$ cat config.mk
export PLATFORM = sky130hd
export DESIGN_NAME = frame_bitmap_allocator_unit
export DESIGN_NICKNAME = d
export VERILOG_FILES = /design/src/design/fbm_pkg.sv /design/src/design/fbm_div.sv /design/src/design/fbm_map.sv /design/src/design/frame_bitmap_allocator_unit.sv
export SDC_FILE = /design/constraint.sdc
export NUM_CORES = 2
export LEC_CHECK = 0
export BUFFER_PORTS_ARGS = -buffer_cell sky130_fd_sc_hd__buf_2
export CELL_PAD_IN_SITES_DETAIL_PLACEMENT = 1
export CELL_PAD_IN_SITES_GLOBAL_PLACEMENT = 1
export CORE_MARGIN = 2
export CORE_UTILIZATION = 45
export DETAILED_ROUTE_END_ITERATION = 10
export GPL_TIMING_DRIVEN = 0
export PLACE_DENSITY = 0.69
export SLEW_MARGIN = 20
export SYNTH_ARGS = -nofsm -noshare
export SYNTH_HDL_FRONTEND = slang
export SYNTH_SLANG_ARGS = --single-unit
export TNS_END_PERCENT = 1
$ cat constraint.sdc
create_clock -name clk -period 12 [get_ports clk]
set_input_delay 0.6 -clock clk [delete_from_list [all_inputs] [get_ports clk]]
set_output_delay 0.6 -clock clk [all_outputs]
set_load 0.01 [all_outputs]
$ cat src/design/fbm_pkg.sv
package fbm_pkg;

  localparam int unsigned ADDR_W = 24;
  localparam int unsigned SIZE_W = 25;
  // bitmap memory word: 64 frames per entry
  localparam int unsigned WORD_W = 64;
  localparam int unsigned BIT_W  = 6;
  // offset + size + block - 1 stays below 2^26
  localparam int unsigned DIV_W  = 26;

  typedef enum logic [1:0] {
    ACT_RELEASE = 2'd0,
    ACT_RESERVE = 2'd1,
    ACT_ALLOC   = 2'd2,
    ACT_FREE    = 2'd3
  } action_t;

  typedef struct packed {
    logic [1:0]        action;
    logic [ADDR_W-1:0] base_address;
    logic [SIZE_W-1:0] region_size;
  } fba_in_t;

  typedef struct packed {
    logic [ADDR_W-1:0] frame_address;
    logic              out_of_memory;
  } fba_out_t;

  typedef enum logic {
    MAP_FILL = 1'b0,
    MAP_SCAN = 1'b1
  } map_op_t;

  typedef struct packed {
    logic    start;
    map_op_t op;
    logic    set;
  } map_cmd_t;

  typedef struct packed {
    logic idle;
    logic done;
    logic oom;
  } map_rsp_t;

endpackage

$ cat src/design/fbm_div.sv
module fbm_div #(
  parameter int unsigned DIVISOR = 4096,
  parameter int unsigned DW      = 26
) (
  input  logic                         clk,
  input  logic                         rst_n,
  input  logic                         start,
  input  logic [DW-1:0]                dividend,
  output logic                         done,
  output logic [DW-1:0]                quotient,
  output logic [$clog2(DIVISOR)-1:0]   remainder
);

  localparam int unsigned RW = $clog2(DIVISOR);

  logic [DW-1:0] quo_r, quo_nxt;
  logic [RW-1:0] rem_r, rem_nxt;
  logic          done_r, done_nxt;

  // divisor is a power of two: quotient is a shift, remainder a mask
  always_comb begin
    quo_nxt  = quo_r;
    rem_nxt  = rem_r;
    done_nxt = start;
    if (start) begin
      quo_nxt = dividend >> RW;
      rem_nxt = dividend[RW-1:0];
    end
  end

  always_ff @(posedge clk) begin
    if (!rst_n) begin
      done_r <= 1'b0;
    end else begin
      done_r <= done_nxt;
    end
  end

  always_ff @(posedge clk) begin
    quo_r <= quo_nxt;
    rem_r <= rem_nxt;
  end

  assign done      = done_r;
  assign quotient  = quo_r;
  assign remainder = rem_r;

endmodule

$ cat src/design/fbm_map.sv
module fbm_map #(
  parameter int unsigned NUM_FRAMES = 4096,
  parameter int unsigned FW         = 12
) (
  input  logic              clk,
  input  logic              rst_n,
  input  fbm_pkg::map_cmd_t cmd,
  input  logic [FW-1:0]     lo_frame,
  input  logic [FW-1:0]     hi_frame,
  output fbm_pkg::map_rsp_t rsp,
  output logic [FW-1:0]     found_frame
);

  import fbm_pkg::*;

  localparam int unsigned DEPTH = (NUM_FRAMES + WORD_W - 1) / WORD_W;
  localparam int unsigned AW    = (DEPTH > 1) ? $clog2(DEPTH) : 1;

  typedef enum logic [2:0] {
    M_CLR  = 3'b001,
    M_IDLE = 3'b010,
    M_RUN  = 3'b100
  } mstate_t;

  mstate_t           state_r, state_nxt;
  map_op_t           op_r, op_nxt;
  logic              set_r, set_nxt;
  logic [AW-1:0]     lo_word_r, lo_word_nxt;
  logic [AW-1:0]     end_r, end_nxt;
  logic [BIT_W-1:0]  lo_bit_r, lo_bit_nxt;
  logic [BIT_W-1:0]  hi_bit_r, hi_bit_nxt;
  logic              iss_on_r, iss_on_nxt;
  logic [AW-1:0]     iss_addr_r, iss_addr_nxt;
  logic              rd_vld_r, rd_vld_nxt;
  logic [AW-1:0]     tag_r, tag_nxt;
  logic [WORD_W-1:0] rdata_r;
  logic              done_r, done_nxt;
  logic              oom_r, oom_nxt;
  logic [FW-1:0]     found_r, found_nxt;

  logic              rd_en;
  logic              we;
  logic [AW-1:0]     waddr;
  logic [WORD_W-1:0] wdata;

  logic [WORD_W-1:0] avail;
  logic              any_free;
  logic [BIT_W-1:0]  pbit;
  logic [WORD_W-1:0] lo_mask, hi_mask, fmask, merged, onehot;

  logic [WORD_W-1:0] mem [DEPTH];

  // word datapath: lowest free bit for scans, range mask for fills
  always_comb begin
    avail = ~rdata_r;
    if (tag_r == '0) begin
      avail[0] = 1'b0;          // frame 0 is never handed out
    end
    any_free = |avail;
    pbit     = '0;
    for (int i = WORD_W - 1; i >= 0; i--) begin
      if (avail[i]) begin
        pbit = BIT_W'(i);
      end
    end
    onehot  = WORD_W'(1) << pbit;
    lo_mask = (tag_r == lo_word_r) ? ({WORD_W{1'b1}} << lo_bit_r) : {WORD_W{1'b1}};
    hi_mask = (tag_r == end_r) ? ({WORD_W{1'b1}} >> ~hi_bit_r) : {WORD_W{1'b1}};
    fmask   = lo_mask & hi_mask;
    merged  = set_r ? (rdata_r | fmask) : (rdata_r & ~fmask);
  end

  always_comb begin
    state_nxt    = state_r;
    op_nxt       = op_r;
    set_nxt      = set_r;
    lo_word_nxt  = lo_word_r;
    end_nxt      = end_r;
    lo_bit_nxt   = lo_bit_r;
    hi_bit_nxt   = hi_bit_r;
    iss_on_nxt   = iss_on_r;
    iss_addr_nxt = iss_addr_r;
    rd_vld_nxt   = 1'b0;
    tag_nxt      = tag_r;
    done_nxt     = 1'b0;
    oom_nxt      = oom_r;
    found_nxt    = found_r;
    rd_en        = 1'b0;
    we           = 1'b0;
    waddr        = tag_r;
    wdata        = merged;
    unique case (state_r)
      M_CLR: begin
        we    = 1'b1;
        waddr = iss_addr_r;
        wdata = {WORD_W{1'b1}};
        if (iss_addr_r == AW'(DEPTH - 1)) begin
          state_nxt = M_IDLE;
        end else begin
          iss_addr_nxt = iss_addr_r + 1'b1;
        end
      end
      M_IDLE: begin
        if (cmd.start) begin
          op_nxt      = cmd.op;
          set_nxt     = cmd.set;
          lo_word_nxt = AW'(lo_frame >> BIT_W);
          lo_bit_nxt  = lo_frame[BIT_W-1:0];
          hi_bit_nxt  = hi_frame[BIT_W-1:0];
          iss_on_nxt  = 1'b1;
          if (cmd.op == MAP_SCAN) begin
            iss_addr_nxt = '0;
            end_nxt      = AW'(DEPTH - 1);
          end else begin
            iss_addr_nxt = AW'(lo_frame >> BIT_W);
            end_nxt      = AW'(hi_frame >> BIT_W);
          end
          state_nxt = M_RUN;
        end
      end
      M_RUN: begin
        // issue one read per cycle; write back the word returned last cycle
        if (iss_on_r) begin
          rd_en      = 1'b1;
          rd_vld_nxt = 1'b1;
          tag_nxt    = iss_addr_r;
          if (iss_addr_r == end_r) begin
            iss_on_nxt = 1'b0;
          end else begin
            iss_addr_nxt = iss_addr_r + 1'b1;
          end
        end
        if (rd_vld_r) begin
          if (op_r == MAP_SCAN) begin
            if (any_free) begin
              we         = 1'b1;
              wdata      = rdata_r | onehot;
              done_nxt   = 1'b1;
              oom_nxt    = 1'b0;
              found_nxt  = FW'({tag_r, pbit});
              iss_on_nxt = 1'b0;
              rd_vld_nxt = 1'b0;
              state_nxt  = M_IDLE;
            end else if (tag_r == end_r) begin
              done_nxt  = 1'b1;
              oom_nxt   = 1'b1;
              state_nxt = M_IDLE;
            end
          end else begin
            we    = 1'b1;
            wdata = merged;
            if (tag_r == end_r) begin
              done_nxt  = 1'b1;
              oom_nxt   = 1'b0;
              state_nxt = M_IDLE;
            end
          end
        end
      end
      default: state_nxt = M_CLR;
    endcase
  end

  always_ff @(posedge clk) begin
    if (we) begin
      mem[waddr] <= wdata;
    end
    if (rd_en) begin
      rdata_r <= mem[iss_addr_r];
    end
  end

  always_ff @(posedge clk) begin
    if (!rst_n) begin
      state_r    <= M_CLR;
      iss_addr_r <= '0;
      iss_on_r   <= 1'b0;
      rd_vld_r   <= 1'b0;
      done_r     <= 1'b0;
    end else begin
      state_r    <= state_nxt;
      iss_addr_r <= iss_addr_nxt;
      iss_on_r   <= iss_on_nxt;
      rd_vld_r   <= rd_vld_nxt;
      done_r     <= done_nxt;
    end
  end

  always_ff @(posedge clk) begin
    op_r      <= op_nxt;
    set_r     <= set_nxt;
    lo_word_r <= lo_word_nxt;
    end_r     <= end_nxt;
    lo_bit_r  <= lo_bit_nxt;
    hi_bit_r  <= hi_bit_nxt;
    tag_r     <= tag_nxt;
    oom_r     <= oom_nxt;
    found_r   <= found_nxt;
  end

  assign rsp.idle    = (state_r == M_IDLE);
  assign rsp.done    = done_r;
  assign rsp.oom     = oom_r;
  assign found_frame = found_r;

`ifndef SYNTH
  a_no_rw_same_word: assert property (@(posedge clk) disable iff (!rst_n)
    (rd_en && we) |-> (iss_addr_r != waddr))
    else $error("read and write hit the same bitmap word");

  a_done_from_run: assert property (@(posedge clk) disable iff (!rst_n)
    done_r |-> $past(state_r == M_RUN))
    else $error("map done without a running sweep");

  a_never_frame0: assert property (@(posedge clk) disable iff (!rst_n)
    (done_r && !oom_r && op_r == MAP_SCAN) |-> (found_r != '0))
    else $error("scan returned frame 0");

  a_start_when_idle: assert property (@(posedge clk) disable iff (!rst_n)
    cmd.start |-> (state_r == M_IDLE))
    else $error("map command while busy");
`endif

endmodule

$ cat src/design/frame_bitmap_allocator_unit.sv
// Bitmap frame allocator: one bit per physical frame (1 = used), held in a
// 64-frame-per-word synchronous RAM. After reset the block runs a clearing
// pass that writes every word to all-used, with in_ready low. Each input
// word carries one action and gives exactly one output word. Allocate scans
// the bitmap one word per cycle from word 0. BLOCK_BYTES must be a power of
// two: free, release and reserve split the byte address (and the size) into
// block numbers with a registered shift and mask. A free whose frame lies
// past the store, and a release or reserve whose clipped region is empty,
// skip the bitmap. Region sweeps are clipped at the end of the store; frame
// 0 is never handed out. A finished output word waits in the output register
// while the next input word is taken.
module frame_bitmap_allocator_unit #(
  parameter int unsigned NUM_FRAMES  = 4096,
  parameter int unsigned BLOCK_BYTES = 4096
) (
  input  logic             clk,
  input  logic             rst_n,
  input  logic             in_valid,
  output logic             in_ready,
  input  fbm_pkg::fba_in_t in_data,
  output logic             out_valid,
  input  logic             out_ready,
  output fbm_pkg::fba_out_t out_data
);

  import fbm_pkg::*;

  // frame index width, never narrower than the in-word bit index
  localparam int unsigned FW = ($clog2(NUM_FRAMES) > BIT_W) ? $clog2(NUM_FRAMES) : BIT_W;
  localparam int unsigned RW = $clog2(BLOCK_BYTES);
  localparam int unsigned EW = DIV_W + 1;

  typedef enum logic [6:0] {
    S_IDLE     = 7'b0000001,
    S_DIV_BASE = 7'b0000010,
    S_DIV_CNT  = 7'b0000100,
    S_RANGE    = 7'b0001000,
    S_MAP      = 7'b0010000,
    S_MUL      = 7'b0100000,
    S_RESP     = 7'b1000000
  } state_t;

  state_t            state_r, state_nxt;
  action_t           act_r, act_nxt;
  logic [SIZE_W-1:0] size_r, size_nxt;
  logic [DIV_W-1:0]  first_r, first_nxt;   // first block number
  logic [DIV_W-1:0]  count_r, count_nxt;   // blocks to touch
  logic [FW-1:0]     frame_r, frame_nxt;
  logic              oom_r, oom_nxt;
  logic [ADDR_W-1:0] addr_r, addr_nxt;
  logic              out_valid_r, out_valid_nxt;
  fba_out_t          out_data_r, out_data_nxt;

  // divider hookup
  logic              div_start;
  logic [DIV_W-1:0]  div_dividend;
  logic              div_done;
  logic [DIV_W-1:0]  div_q;
  logic [RW-1:0]     div_r;

  // bitmap engine hookup
  map_cmd_t          map_cmd;
  map_rsp_t          map_rsp;
  logic [FW-1:0]     map_frame;
  logic [FW-1:0]     lo_frame, hi_frame;

  // range clipping
  logic [EW-1:0]     last_blk;
  logic              in_store;
  logic              nonempty;

  fbm_div #(
    .DIVISOR (BLOCK_BYTES),
    .DW      (DIV_W)
  ) u_div (
    .clk       (clk),
    .rst_n     (rst_n),
    .start     (div_start),
    .dividend  (div_dividend),
    .done      (div_done),
    .quotient  (div_q),
    .remainder (div_r)
  );

  fbm_map #(
    .NUM_FRAMES (NUM_FRAMES),
    .FW         (FW)
  ) u_map (
    .clk         (clk),
    .rst_n       (rst_n),
    .cmd         (map_cmd),
    .lo_frame    (lo_frame),
    .hi_frame    (hi_frame),
    .rsp         (map_rsp),
    .found_frame (map_frame)
  );

  // Blocks [first, first+count) clipped to the store; the last block is
  // only meaningful when count is nonzero.
  always_comb begin
    last_blk = EW'(first_r) + EW'(count_r) - 1'b1;
    in_store = (first_r < DIV_W'(NUM_FRAMES));
    nonempty = in_store && (count_r != '0);
    lo_frame = FW'(first_r);
    hi_frame = (last_blk > EW'(NUM_FRAMES - 1)) ? FW'(NUM_FRAMES - 1) : FW'(last_blk);
  end

  assign in_ready = (state_r == S_IDLE) && map_rsp.idle;

  always_comb begin
    state_nxt     = state_r;
    act_nxt       = act_r;
    size_nxt      = size_r;
    first_nxt     = first_r;
    count_nxt     = count_r;
    frame_nxt     = frame_r;
    oom_nxt       = oom_r;
    addr_nxt      = addr_r;
    out_data_nxt  = out_data_r;
    out_valid_nxt = out_valid_r;
    div_start     = 1'b0;
    div_dividend  = DIV_W'(in_data.base_address);
    map_cmd       = '{start: 1'b0, op: MAP_FILL, set: 1'b0};

    if (out_valid_r && out_ready) begin
      out_valid_nxt = 1'b0;
    end

    unique case (state_r)
      S_IDLE: begin
        if (in_valid && in_ready) begin
          act_nxt  = action_t'(in_data.action);
          size_nxt = in_data.region_size;
          addr_nxt = '0;
          oom_nxt  = 1'b0;
          if (in_data.action == ACT_ALLOC) begin
            map_cmd   = '{start: 1'b1, op: MAP_SCAN, set: 1'b1};
            state_nxt = S_MAP;
          end else begin
            div_start = 1'b1;
            state_nxt = S_DIV_BASE;
          end
        end
      end
      S_DIV_BASE: begin
        if (div_done) begin
          first_nxt = div_q;
          if (act_r == ACT_FREE) begin
            count_nxt = DIV_W'(1);
            state_nxt = S_RANGE;
          end else begin
            // release: whole blocks only; reserve: every block touched
            div_start = 1'b1;
            if (act_r == ACT_RELEASE) begin
              div_dividend = DIV_W'(size_r);
            end else begin
              div_dividend = DIV_W'(div_r) + DIV_W'(size_r) + DIV_W'(BLOCK_BYTES - 1);
            end
            state_nxt = S_DIV_CNT;
          end
        end
      end
      S_DIV_CNT: begin
        if (div_done) begin
          count_nxt = div_q;
          state_nxt = S_RANGE;
        end
      end
      S_RANGE: begin
        if (nonempty) begin
          map_cmd   = '{start: 1'b1, op: MAP_FILL, set: (act_r == ACT_RESERVE)};
          state_nxt = S_MAP;
        end else begin
          state_nxt = S_RESP;
        end
      end
      S_MAP: begin
        if (map_rsp.done) begin
          if (act_r == ACT_ALLOC) begin
            frame_nxt = map_frame;
            oom_nxt   = map_rsp.oom;
            state_nxt = S_MUL;
          end else begin
            state_nxt = S_RESP;
          end
        end
      end
      S_MUL: begin
        if (!oom_r) begin
          addr_nxt = ADDR_W'(frame_r) * ADDR_W'(BLOCK_BYTES);
        end
        state_nxt = S_RESP;
      end
      S_RESP: begin
        // output register frees up in the same cycle it is taken
        if (!out_valid_r || out_ready) begin
          out_data_nxt  = '{frame_address: addr_r, out_of_memory: oom_r};
          out_valid_nxt = 1'b1;
          state_nxt     = S_IDLE;
        end
      end
      default: state_nxt = S_IDLE;
    endcase
  end

  always_ff @(posedge clk) begin
    if (!rst_n) begin
      state_r     <= S_IDLE;
      out_valid_r <= 1'b0;
    end else begin
      state_r     <= state_nxt;
      out_valid_r <= out_valid_nxt;
    end
  end

  always_ff @(posedge clk) begin
    act_r      <= act_nxt;
    size_r     <= size_nxt;
    first_r    <= first_nxt;
    count_r    <= count_nxt;
    frame_r    <= frame_nxt;
    oom_r      <= oom_nxt;
    addr_r     <= addr_nxt;
    out_data_r <= out_data_nxt;
  end

  assign out_valid = out_valid_r;
  assign out_data  = out_data_r;

`ifndef SYNTH
  a_oom_zero_addr: assert property (@(posedge clk) disable iff (!rst_n)
    out_valid |-> !(out_data.out_of_memory && (out_data.frame_address != '0)))
    else $error("out_of_memory with nonzero address");

  a_out_from_resp: assert property (@(posedge clk) disable iff (!rst_n)
    $rose(out_valid) |-> $past(state_r == S_RESP))
    else $error("output word loaded outside response state");

  a_div_in_div_state: assert property (@(posedge clk) disable iff (!rst_n)
    div_done |-> ((state_r == S_DIV_BASE) || (state_r == S_DIV_CNT)))
    else $error("divider finished with nobody waiting");
`endif

endmodule

==> flow_summary.json <==
{
  "yosysTopAreaCell": "edfxtp_1",
  "crit_path_cell_trace": "clkbuf_1 -> nand4_1 -> nor4_2 -> nor4bb_1 -> nand2_1 -> nand2b_1 -> buf_2 -> inv_2 -> nor2_1 -> buf_2 -> a22oi_2 -> buf_6 -> buf_6 -> buf_8",
  "hold_violations": 0,
  "netlist_area_um2": 170000,
  "routedWlPerCell_um": 37.6,
  "nets": 8524,
  "leakage_uw": 0.0725,
  "grt_pass1_wl_mm": 720,
  "setup_slack_ns": 5.31,
  "cp-start-kind": "flop",
  "yosys-top-cells-area": "edfxtp_1 76%, mux4_2 18%, clkbuf_1 0.65%",
  "die_area_um2": 383000,
  "place_ws_ns": 5.62,
  "final_antenna_net_count": 0,
  "viasPerCell": 6.32,
  "cp_top_family": "simple AND/OR/NAND/NOR gates",
  "wirelength_mm": 518,
  "critical_path_buf_inv_count": 7,
  "synth_compound_area_share_pct": 1.63,
  "htreeDepth": 5,
  "path_class": "flop to flop",
  "skew_ns": 0.0717,
  "whs_ns": 0.135,
  "fin_crit_sh_pct": 55.8,
  "yosys.area.top_type_share_pct": 76.3,
  "synth_cells": 7449,
  "p_int_uw": 24400,
  "min_path_type": "primary input to flop",
  "relSlewSlack_pct": 16.4,
  "gp_congestion": 0.975,
  "finalCriticalPeriod_ns": 6.69,
  "synth_warnings": 0,
  "status": "completed",
  "required_ns": 12.71,
  "drt_iter0_markers": 11900,
  "grt_pass1_vias": 90400,
  "synth_seq_cells": 4345,
  "combPwrFrac_pct": 4.0,
  "switching_share_pct": 21.3,
  "place_area_um2": 186000,
  "worstMarginPinSlew_ns": 1.25,
  "port_buffers": 69,
  "post-route-drc-count": 0,
  "slowest_stage": "nor4_2",
  "max_freq_mhz": 149,
  "powerDensity_nw_per_um2": 155,
  "synthMuxAreaShare_pct": 18.2,
  "grt_antenna_before_repair": 34,
  "setup_viol_count_final": 0,
  "synth-edff-count": 4324,
  "start_util_pct": 45.2,
  "area_growth_syn_to_layout_pct": 18.0,
  "ir_worst_vdd_v": 0.000126,
  "syn_avg_cell_area_um2": 22.8,
  "worst_setup_path_end_kind": "flop",
  "synth-seq-area-share_pct": 76.5,
  "clock_path_buffers": 4,
  "fp.dieH_um": 619,
  "seqPwrFrac_pct": 53.2,
  "fp.coreArea_um2": 376000,
  "yosysUniqueCellTypes": 77,
  "cts-root-buf": "clkbuf_16",
  "drive_above_1_share_pct": 31.1,
  "num_rows": 225,
  "synth_ff_type": "edfxtp_1",
  "fin_area_um2": 201000,
  "dpl.hpwl_mm": 372,
  "synth_top_family_by_area": "multiplexers",
  "cts_tree": "built",
  "finalMaxSlewViolations": 0,
  "async_reset_ff_share_pct": 0,
  "synthAdderAreaFrac_pct": 0.435,
  "p_sw_uw": 6620,
  "synth-simple-area-share_pct": 1.74,
  "worstSkewPairLatency_ns": 1.02,
  "drtPass1Iterations": 6,
  "cap_violations": 0,
  "fp.dieW_um": 619,
  "p_total_uw": 31100,
  "grt_usage_pct": 27.1,
  "synth_xor_area_share_pct": 0.221,
  "cp_slowest_stage_delay_ns": 0.95,
  "ios": 82,
  "overflow": 0,
  "rsz0062_at_grt": "no",
  "crit_fanout": 21,
  "cts.sinks": 4345,
  "p_clk_share_pct": 42.9,
  "grt_max_degree": 46,
  "vias": 87200,
  "crit_arrival_ns": 7.40,
  "clkSlewWorstSetupHoldPaths_ns": 0.07,
  "numCtsBuffers": 436
}
[Yosys cell counts, types with 19 or more instances]
library cell,count
edfxtp_1,4324
mux4_2,1344
clkbuf_1,294
nor2_1,184
a21oi_1,144
inv_1,144
nand2_1,128
buf_1,86
o21ai_0,83
nand3_1,82
mux2i_1,63
ha_1,56
and2_1,44
nor3_1,31
a31oi_1,30
a311oi_1,27
nand4_1,25
xor2_1,24
nand2b_1,23
dfxtp_1,21
a22oi_1,20
o22ai_1,19
xnor2_1,19
[registers in the layout (all words and copies together), names as in the netlist, 2 cells and up]
register	count
u_map.mem	4096
u_map.rdata_r	64
size_r	25
count_r	14
first_r	14
u_div.quotient	14
out_data	13
addr_r	12
frame_r	12
u_div.remainder	12
u_map.found_frame	12
state_r	7
u_map.end_r	6
u_map.hi_bit_r	6
u_map.iss_addr_r	6
u_map.lo_bit_r	6
u_map.lo_word_r	6
u_map.tag_r	6
u_map.state_r	3
act_r	2
[what timing repair did]
action | in CTS | in global routing
resized for setup | 0 | 0
hold buffers | 53 | 0
hold endpoints to repair | 54 | 0
setup endpoints to repair | 0 | 0
setup buffers | 0 | 0
[cell type report]
class	instances	area, um2
antenna	38	95.1
buffer	407	1790
clock buffer	528	11400
clock inverter	269	2370
fill	32100	175000
inverter	145	544
multi-input combinational	2563	39000
sequential	4345	130000
tap	4994	6250
timing repair buffer	513	9120
[layer usage]
| layer | GRT usage, % | up-vias | share of wire [%] |
|---|---|---|---|
| li1 | - | 33800 | - |
| met1 | 36.3 | 47500 | 38 |
| met2 | 43.7 | 4939 | 48 |
| met3 | 5.40 | 935 | 9.2 |
| met4 | 11.3 | 18 | 4.7 |
| met5 | 0 | - | 0.025 |
[worst paths after layout]
| check | cells past startpoint | from | slack, ns | end |
|---|---|---|---|---|
| max | 14 | u_map.rdata_r[18] | 5.31 | u_map.mem[20][55] |
| min | 5 | in_valid | 0.13 | state_r[2] |
| max reg2reg | 14 | u_map.rdata_r[18] | 5.31 | u_map.mem[20][55] |
| min reg2reg | 0 | addr_r[22] | 0.42 | out_data[23] |
[stage by stage]
step	setup TNS (ns)	std cells	util, %
3_3_place_gp	-3244.41	12500	47.0
3_5_place_dp	0	12900	49.6
6_report	0	13800	53.4
5_1_grt	0	13800	53.4
4_1_cts	0	13800	53.4
2_1_floorplan	0	7460	-
[cell usage in the layout, fill, tap and decap left out, types with 33 or more instances in the layout]
cell type and n:
buf_2 116, bufinv_16 36, ha_1 56, mux2i_1 63, nand2_1 127, dlygate4sd3_1 53, a21oi_1 109, buf_6 45
nor2_1 118, a21oi_4 34, clkinv_2 85, inv_1 144, nor2_4 66, clkinv_1 111, and2_1 44, edfxtp_1 4324
diode_2 38, clkbuf_1 302, buf_16 116, o21ai_0 83, nand3_1 81, clkbuf_2 85, clkbuf_16 443, buf_1 33
mux4_2 1344, buf_12 217
[tightest hold or removal path, cell delays in order]
cell	delay (ns)
buf_2	0.11
a21oi_1	0.12
nor2_1	0.09
nand3b_1	0.10
a21boi_0	0.08
[power groups by stage]
stage / Sequential, uW / Clock, uW / Combinational [uW]
after floorplan: 16800 / 0 / 621
after global placement: 16900 / 0 / 1120
after detailed placement: 16800 / 0 / 1210
after CTS: 16500 / 13500 / 1230
after global routing: 16500 / 14000 / 1260
final: 16500 / 13300 / 1230
[cells by family (layout without fill, tap and decap cells)]
group                      Yosys count  in the layout
DFF                               4345           4345
muxes                             1407           1407
buffers and inverters              552           1862
other                                1             50
adders and majority gates           58             58
xor gates and xnor gates            43             43
AOI/OAI and AO/OA                  434            434
and+or+nand+nor                    609            609
No activity file was read; power rests on OpenSTA's default activity.
